[config.mk]
export PLATFORM = sky130hd
export DESIGN_NAME = tag_value_extractor
export DESIGN_NICKNAME = d
export VERILOG_FILES = /design/src/design/tve_pkg.sv /design/src/design/tve_cell.sv /design/src/design/tve_ctrl.sv /design/src/design/tve_obuf.sv /design/src/design/tag_value_extractor.sv
export SDC_FILE = /design/constraint.sdc
export NUM_CORES = 1
export LEC_CHECK = 0
export ABC_AREA = 1
export BUFFER_PORTS_ARGS = -buffer_cell sky130_fd_sc_hd__buf_2
export CAP_MARGIN = 20
export CORE_AREA = 2 2 146 148
export DETAILED_ROUTE_END_ITERATION = 8
export DIE_AREA = 0 0 148 150
export GPL_TIMING_DRIVEN = 0
export PLACE_DENSITY = 0.76
export SETUP_SLACK_MARGIN = 0.4
export SYNTH_ARGS = -nofsm -noshare
export SYNTH_HDL_FRONTEND = slang
export SYNTH_SLANG_ARGS = --single-unit
[constraint.sdc]
create_clock -name clk -period 14.65 [get_ports clk]
set_input_delay 0 -clock clk [delete_from_list [all_inputs] [get_ports clk]]
set_output_delay 0 -clock clk [all_outputs]
set_load 0.05 [all_outputs]
[src/design/tve_pkg.sv]
// tve_pkg: shared types, constants and helpers of the tag value extractor
`timescale 1ns / 1ps

package tve_pkg;

  // window depth, longest tag that can be matched (1..8)
  localparam int MAX_TAG_LEN = 8;
  localparam int LEN_W       = $clog2(MAX_TAG_LEN + 1);
  localparam int IDX_W       = (MAX_TAG_LEN > 1) ? $clog2(MAX_TAG_LEN) : 1;

  // configuration register indexes
  localparam logic [1:0] CFG_TAG_CHARS  = 2'd0;
  localparam logic [1:0] CFG_TAG_LENGTH = 2'd1;

  // special characters
  localparam logic [7:0] CH_CLOSE   = 8'h3E;
  localparam logic [7:0] CH_QUOTE   = 8'h22;
  localparam logic [7:0] CH_SPACE   = 8'h20;
  localparam logic [7:0] CH_NEWLINE = 8'h0A;
  localparam logic [7:0] CH_EQUAL   = 8'h3D;

  typedef enum logic [1:0] {
    PH_SEARCH  = 2'd0,
    PH_WAIT_EQ = 2'd1,
    PH_SKIP    = 2'd2,
    PH_VALUE   = 2'd3
  } phase_t;

  typedef enum logic [1:0] {
    ST_BYTE    = 2'd0,
    ST_DONE    = 2'd1,
    ST_DROPPED = 2'd2,
    ST_MISSING = 2'd3
  } status_t;

  // one result item
  typedef struct packed {
    status_t    status;
    logic [7:0] value_byte;
  } res_t;

  // window control from the sequencer to the cell row
  typedef struct packed {
    logic shift;
    logic clear;
  } win_ctl_t;

  // ascii letters a..z fold to upper case, everything else as is
  function automatic logic [7:0] fold_upper(input logic [7:0] c);
    logic [7:0] r;
    r = c;
    if (c >= 8'h61 && c <= 8'h7A) begin
      r = c - 8'h20;
    end
    return r;
  endfunction

  // tag length in use: zero acts as one, large values saturate
  function automatic logic [LEN_W-1:0] used_len(input logic [3:0] len);
    logic [LEN_W-1:0] r;
    if (len == 4'd0) begin
      r = LEN_W'(1);
    end else if (32'(len) > MAX_TAG_LEN) begin
      r = LEN_W'(MAX_TAG_LEN);
    end else begin
      r = LEN_W'(len);
    end
    return r;
  endfunction

endpackage

[src/design/tve_cell.sv]
// tve_cell: one window position, holds a byte and compares it to its tag character
`timescale 1ns / 1ps

module tve_cell (
  input  logic             clk,
  input  logic             rst_n,
  input  tve_pkg::win_ctl_t win_ctl,
  input  logic [7:0]       byte_i,
  input  logic             vld_i,
  input  logic [7:0]       tag_byte,
  input  logic             in_use,
  output logic [7:0]       byte_o,
  output logic             vld_o,
  output logic             hit
);
  import tve_pkg::*;

  logic [7:0] byte_r;
  logic       vld_r;

  // compare the byte this cell takes on the shift against its tag character
  assign hit = !in_use || (vld_i && (fold_upper(byte_i) == fold_upper(tag_byte)));

  // valid flag, cleared with the window
  always_ff @(posedge clk) begin
    if (!rst_n) begin
      vld_r <= 1'b0;
    end else if (win_ctl.clear) begin
      vld_r <= 1'b0;
    end else if (win_ctl.shift) begin
      vld_r <= vld_i;
    end
  end

  // byte storage
  always_ff @(posedge clk) begin
    if (win_ctl.shift && !win_ctl.clear) begin
      byte_r <= byte_i;
    end
  end

  assign byte_o = byte_r;
  assign vld_o  = vld_r;

endmodule

[src/design/tve_ctrl.sv]
// tve_ctrl: phase sequencer, value capture and result generation
`timescale 1ns / 1ps

module tve_ctrl (
  input  logic              clk,
  input  logic              rst_n,
  input  logic              acc,
  input  logic [7:0]        in_byte,
  input  logic              in_end_of_file,
  input  logic              match,
  output logic              res_vld,
  output tve_pkg::res_t     res,
  output tve_pkg::win_ctl_t win_ctl
);
  import tve_pkg::*;

  phase_t phase_r, phase_nxt;
  logic   quote_r, quote_nxt;

  logic is_quote, is_blank, is_end;
  logic val_active, val_q, val_open, val_done;

  // character classes
  assign is_quote = (in_byte == CH_QUOTE);
  assign is_blank = (in_byte == CH_SPACE) || (in_byte == CH_NEWLINE);
  assign is_end   = is_blank || (in_byte == CH_CLOSE);

  // value byte handling, first byte after blanks starts unquoted
  assign val_active = (phase_r == PH_VALUE) || ((phase_r == PH_SKIP) && !is_blank);
  assign val_q      = (phase_r == PH_VALUE) ? quote_r : 1'b0;
  assign val_open   = !val_q && is_quote;
  assign val_done   = (val_q && is_quote) || (!val_q && is_end);

  // next state
  always_comb begin
    phase_nxt = phase_r;
    quote_nxt = quote_r;
    if (acc) begin
      if (in_end_of_file) begin
        phase_nxt = PH_SEARCH;
        quote_nxt = 1'b0;
      end else begin
        case (phase_r)
          PH_SEARCH: begin
            if (match) begin
              phase_nxt = PH_WAIT_EQ;
            end
          end
          PH_WAIT_EQ: begin
            if (in_byte == CH_EQUAL) begin
              phase_nxt = PH_SKIP;
            end
          end
          PH_SKIP, PH_VALUE: begin
            if (val_active) begin
              if (val_open) begin
                phase_nxt = PH_VALUE;
                quote_nxt = 1'b1;
              end else if (val_done) begin
                phase_nxt = PH_SEARCH;
                quote_nxt = 1'b0;
              end else begin
                phase_nxt = PH_VALUE;
                quote_nxt = val_q;
              end
            end
          end
          default: begin
            phase_nxt = PH_SEARCH;
          end
        endcase
      end
    end
  end

  // outputs: result item and window control
  always_comb begin
    res_vld            = 1'b0;
    res.status         = ST_BYTE;
    res.value_byte     = 8'h00;
    win_ctl.shift      = 1'b0;
    win_ctl.clear      = 1'b0;
    if (acc) begin
      if (in_end_of_file) begin
        win_ctl.clear = 1'b1;
        case (phase_r)
          PH_VALUE: begin
            res_vld    = 1'b1;
            res.status = ST_DROPPED;
          end
          PH_WAIT_EQ, PH_SKIP: begin
            res_vld    = 1'b1;
            res.status = ST_MISSING;
          end
          default: begin
            res_vld = 1'b0;
          end
        endcase
      end else if (phase_r == PH_SEARCH) begin
        win_ctl.shift = 1'b1;
        win_ctl.clear = match;
      end else if (val_active && !val_open) begin
        res_vld = 1'b1;
        if (val_done) begin
          res.status    = ST_DONE;
          win_ctl.clear = 1'b1;
        end else begin
          res.value_byte = in_byte;
        end
      end
    end
  end

  // state registers
  always_ff @(posedge clk) begin
    if (!rst_n) begin
      phase_r <= PH_SEARCH;
      quote_r <= 1'b0;
    end else begin
      phase_r <= phase_nxt;
      quote_r <= quote_nxt;
    end
  end

endmodule

[src/design/tve_obuf.sv]
// tve_obuf: output register with a skid stage for the result channel
`timescale 1ns / 1ps

module tve_obuf (
  input  logic          clk,
  input  logic          rst_n,
  input  logic          res_vld,
  input  tve_pkg::res_t res,
  input  logic          out_stall,
  output logic          out_valid,
  output tve_pkg::res_t out_res,
  output logic          full
);
  import tve_pkg::*;

  logic out_vld_r, out_vld_nxt;
  logic skid_vld_r, skid_vld_nxt;
  res_t out_res_r, out_res_nxt;
  res_t skid_res_r, skid_res_nxt;
  logic pop;

  assign pop = out_vld_r && !out_stall;

  // refill from skid first, new items land in skid only while the head waits
  always_comb begin
    out_vld_nxt  = out_vld_r;
    skid_vld_nxt = skid_vld_r;
    out_res_nxt  = out_res_r;
    skid_res_nxt = skid_res_r;
    if (skid_vld_r) begin
      if (pop) begin
        out_res_nxt  = skid_res_r;
        skid_vld_nxt = 1'b0;
      end
    end else if (res_vld) begin
      if (!out_vld_r || pop) begin
        out_res_nxt = res;
        out_vld_nxt = 1'b1;
      end else begin
        skid_res_nxt = res;
        skid_vld_nxt = 1'b1;
      end
    end else if (pop) begin
      out_vld_nxt = 1'b0;
    end
  end

  always_ff @(posedge clk) begin
    if (!rst_n) begin
      out_vld_r  <= 1'b0;
      skid_vld_r <= 1'b0;
    end else begin
      out_vld_r  <= out_vld_nxt;
      skid_vld_r <= skid_vld_nxt;
    end
  end

  always_ff @(posedge clk) begin
    out_res_r  <= out_res_nxt;
    skid_res_r <= skid_res_nxt;
  end

  assign out_valid = out_vld_r;
  assign out_res   = out_res_r;
  assign full      = skid_vld_r;

endmodule

[src/design/tag_value_extractor.sv]
// tag_value_extractor: top level, cell row for the tag window plus sequencer
//
//   channel | direction | handshake          | payload
//   in_     | input     | in_valid/in_stall   | in_byte, in_end_of_file
//   out_    | output    | out_valid/out_stall | out_status, out_value_byte
//   cfg_    | input     | cfg_valid/cfg_ready | cfg_index, cfg_data
//
// one item per cycle while in_stall is low; each cell compares its incoming byte
// in the cycle of the shift; a result goes to out_ through the output register, or
// through the skid stage first while an earlier result still waits on out_stall
// reset clears the window, the phase and both output stages; tag_length resets to 1
// an output register and a skid stage buffer results; in_stall rises only while the
// skid stage holds an item, and cfg_ready is always high
`timescale 1ns / 1ps

module tag_value_extractor (
  input  logic        clk,
  input  logic        rst_n,
  input  logic        in_valid,
  output logic        in_stall,
  input  logic [7:0]  in_byte,
  input  logic        in_end_of_file,
  output logic        out_valid,
  input  logic        out_stall,
  output logic [1:0]  out_status,
  output logic [7:0]  out_value_byte,
  input  logic        cfg_valid,
  output logic        cfg_ready,
  input  logic [1:0]  cfg_index,
  input  logic [63:0] cfg_data
);
  import tve_pkg::*;

  logic [63:0]      tag_chars_r;
  logic [3:0]       tag_length_r;
  logic [LEN_W-1:0] len;
  logic             acc;
  logic             match;
  logic             res_vld;
  res_t             res;
  res_t             out_res;
  win_ctl_t         win_ctl;
  logic             full;

  logic [7:0]             cell_byte [MAX_TAG_LEN+1];
  logic                   cell_vld  [MAX_TAG_LEN+1];
  logic [MAX_TAG_LEN-1:0] hits;

  assign cfg_ready = 1'b1;
  assign acc       = in_valid && !in_stall;
  assign len       = used_len(tag_length_r);

  // configuration registers
  always_ff @(posedge clk) begin
    if (!rst_n) begin
      tag_chars_r  <= 64'h0;
      tag_length_r <= 4'd1;
    end else if (cfg_valid && cfg_ready) begin
      case (cfg_index)
        CFG_TAG_CHARS:  tag_chars_r  <= cfg_data;
        CFG_TAG_LENGTH: tag_length_r <= cfg_data[3:0];
        default: ;
      endcase
    end
  end

  // window row, newest byte enters at cell 0
  assign cell_byte[0] = in_byte;
  assign cell_vld[0]  = 1'b1;

  for (genvar i = 0; i < MAX_TAG_LEN; i++) begin : g_cell
    logic [IDX_W-1:0] tag_pos;
    logic             in_use;

    // cell i lines up with tag character len-1-i
    assign tag_pos = IDX_W'(len - LEN_W'(i + 1));
    assign in_use  = LEN_W'(i) < len;

    tve_cell u_cell (
      .clk      (clk),
      .rst_n    (rst_n),
      .win_ctl  (win_ctl),
      .byte_i   (cell_byte[i]),
      .vld_i    (cell_vld[i]),
      .tag_byte (tag_chars_r[8*tag_pos +: 8]),
      .in_use   (in_use),
      .byte_o   (cell_byte[i+1]),
      .vld_o    (cell_vld[i+1]),
      .hit      (hits[i])
    );
  end

  assign match = &hits;

  tve_ctrl u_ctrl (
    .clk            (clk),
    .rst_n          (rst_n),
    .acc            (acc),
    .in_byte        (in_byte),
    .in_end_of_file (in_end_of_file),
    .match          (match),
    .res_vld        (res_vld),
    .res            (res),
    .win_ctl        (win_ctl)
  );

  tve_obuf u_obuf (
    .clk       (clk),
    .rst_n     (rst_n),
    .res_vld   (res_vld),
    .res       (res),
    .out_stall (out_stall),
    .out_valid (out_valid),
    .out_res   (out_res),
    .full      (full)
  );

  assign in_stall       = full;
  assign out_status     = out_res.status;
  assign out_value_byte = out_res.value_byte;

endmodule

==> metrics.txt <==
Peak Freq 0.200 GHz; total core area 20,700 µm²; Worst setup SP type flip-flop; post-cts sizing count 0; Layout Nets 2,014; Post-Route WL 41,700 µm; ANT cells 0; max_cap viols 0; Place WS 9.72 ns; Cell variety after synth 42; WL per Instance 19.0 µm; Critical Path Fanout Max 35; setup TNS 0 ns; initial core utilization 54.1%; main combinational cell family by area after synthesis simple AND/OR/NAND/NOR gates; Initial DRC Count 1,505; XOR/XNOR Fraction of Synth Area 1.71%; Port-buffer cells 90; worst slew pin tran 0.955 ns; ratio of final minimum period to clock period 34.2%; share of layout cells above drive strength 1 10.8%; post-route ant nets 0; Crit Path Category flip-flop to flip-flop; delay of the slowest critical-path stage 0.54 ns; GP Congestion 0.998; global-route wire length before repair 63,600 µm; RSZ-0062 raised after global routing no; first-pass detailed-route iteration total 6; status finished, final reports clean; Die X 148 µm; Setup Skew 0.0198 ns; CP max stage cell nor2_4; Vias/cell 5.73; Slew Limit Fails 0; GRT Overall Usage 37.6%; drt drc 0; Synth Area in Adders 2.57%; post-route setup slack 9.64 ns; Pwr Total 1.32 mW; TritonCTS Buffers 17; global route overflow 0; Worst EP arrival 5.14 ns; Synth Net Count 1,826; syn_area_per_cell 6.50 µm²; Seq/Total Area, Yosys 34.7%; final hold vios 0; largest vdd supply drop 77.9 µV; slew margin rel. 35.8%; via count 12,600; total setup buffers inserted after CTS 0; die height 150 µm; hold_ws 0.0211 ns; initial antenna violation count 0; endpoints failing setup 0; Cells after Synth 1,723; HPWL after detailed placement 31,700 µm; register bit count reported by yosys 156; Post-Synth Simple-Gate Area 41.5%; warnings from Yosys 0; Ports 93; placement row count 53; fin crit period 5.01 ns; Worst path most repeated cell nand2_1; clock latency on the worst-skew pair 0.45 ns; root buf cell clkbuf_16; mux share of post-synthesis cell area 0.358%; synthesized area 11,200 µm²; largest net degree at the start of global routing 36; CP Capture Type flip-flop; PD cells 98.6 nW/µm²; Die Area 22,200 µm²; final core utilization 64.8%; Hold Crit Class input pin to flip-flop; Compound-Gate Fraction of Synth Area 9.58%; clk slew on worst S/H paths 0.07 ns; clk buf depth 2; Pleak 6.44 nW; Worst Path Required 14.78 ns; vias in the first global route 11,500; CTS tree built; H-tree depth 4; clock sink total 156; area added between synthesis and finish 19.8%
[path summary, 6_finish.rpt]
check	startpoint	end	slack, ns	depth (start not counted)
setup reg to reg	tag_length_r[1]$_SDFFE_PN0P_	g_cell[6].u_cell.byte_o[6]$_DFFE_PP_	9.64	25
setup / recovery	tag_length_r[1]$_SDFFE_PN0P_	g_cell[6].u_cell.byte_o[6]$_DFFE_PP_	9.64	25
hold reg to reg	g_cell[3].u_cell.byte_o[0]$_DFFE_PP_	g_cell[4].u_cell.byte_o[0]$_DFFE_PP_	0.46	0
hold / removal	cfg_index[0]	tag_length_r[1]$_SDFFE_PN0P_	0.02	5
[layer usage]
| metal | global-route usage [%] | share of wire, % | vias up | wire length [µm] |
|---|---|---|---|---|
| li1 | - | - | 6041 | - |
| met4 | 17.5 | 5.1 | 0 | 2140 |
| met2 | 61.1 | 45 | 718 | 19000 |
| met3 | 6.71 | 8.8 | 105 | 3680 |
| met1 | 49.0 | 41 | 5727 | 16900 |
| met5 | 0 | 0 | - | 0 |
[cells in the mapped netlist, drive strengths merged]
master	n	area, µm²
xnor2	7	61.3
a21o	6	45.0
or2	5	31.3
nand4	25	156
o211ai	5	37.5
o2111ai	5	43.8
and2	1	6.26
ha	23	288
clkbuf	27	101
inv	188	706
o21ai	113	577
conb	1	3.75
buf	40	258
edfxtp	76	2280
a31oi	2	12.5
o311ai	2	17.5
nor4	1	6.26
mux2i	4	40.0
nand3b	12	90.1
a21oi	58	294
nand2	545	2080
o21bai	6	45.0
nor2	153	648
clkinv	2	7.51
nand3	302	1520
xor2	14	130
dfxtp	80	1600
nor3	20	100
[stage by stage]
stage	instances	area, µm²
floorplan	1723	11200
global placement	2088	12000
detailed placement	2089	12000
CTS	2199	13400
global route	2199	13400
finish	2199	13400
[area by class of cell]
class                           instances  area [µm²]
Clock buffer                           17         425
Sequential cell                       156        3880
Inverter                              190         713
Fill cell                            1830        7280
Multi-Input combinational cell       1310        6240
Tap cell                              275         344
Timing Repair Buffer                  169        1250
Buffer                                 67         359
Clock inverter                         15         186
[registers in the layout, indices dropped and copies added (netlist names)]
signal and flops:
g_cell.u_cell.vld_o 7, u_obuf.out_valid 1, g_cell.u_cell.byte_o 56, u_obuf.full 1, tag_length_r 4, u_ctrl.phase_r 2
u_ctrl.quote_r 1, u_obuf.out_res 10, tag_chars_r 64, u_obuf.skid_res_r 10
[layout by cell type, fill, tap and decap left out, drive strengths merged, types with 2 or more instances in the layout]
| cell | instances |
|---|---|
| nand3b | 12 |
| o211ai | 5 |
| o21bai | 6 |
| a21o | 6 |
| a31oi | 2 |
| dlygate4sd3 | 78 |
| nand4 | 25 |
| or2 | 5 |
| edfxtp | 76 |
| xnor2 | 7 |
| inv | 198 |
| nor2 | 153 |
| ha | 23 |
| dfxtp | 80 |
| clkbuf | 44 |
| a21oi | 58 |
| o2111ai | 5 |
| xor2 | 14 |
| nor3 | 20 |
| mux2i | 4 |
| buf | 131 |
| o311ai | 2 |
| clkinv | 7 |
| nand2 | 545 |
| o21ai | 113 |
| nand3 | 302 |
[timing repair]
item | 4_1_cts | 5_1_grt
hold buffers | 78 | 0
endpoints found under the hold margin | 83 | 0
setup endpoints to repair | 0 | 0
[report_power, final]
| part | switching [mW] | internal (mW) | total [mW] |
|---|---|---|---|
| registers | 0.0176 | 0.475 | 0.493 |
| logic | 0.244 | 0.117 | 0.361 |
| clock network | 0.233 | 0.234 | 0.468 |
| total | 0.495 | 0.827 | 1.32 |
[worst max-delay path, delay by kind of cell (launching register included)]
family | cells | cell delay, ns
and+or+nand+nor | 13 | 1.79
buffers and inverters | 7 | 1.28
adders and majority gates | 2 | 0.52
AOI/OAI and AO/OA | 2 | 0.46
DFF | 1 | 0.40
xor gates and xnor gates | 1 | 0.19
[cell families after synthesis]
kind of cell / count (synthesis)
multiplexers: 4
AND/OR/NAND/NOR: 1064
adder cells (fa/ha/maj): 23
AO/OA/AOI/OAI: 197
other: 1
buffers and inverters: 257
flip-flops: 156
XOR/XNOR: 21
Note: power is estimated with default switching activity, not from simulation.
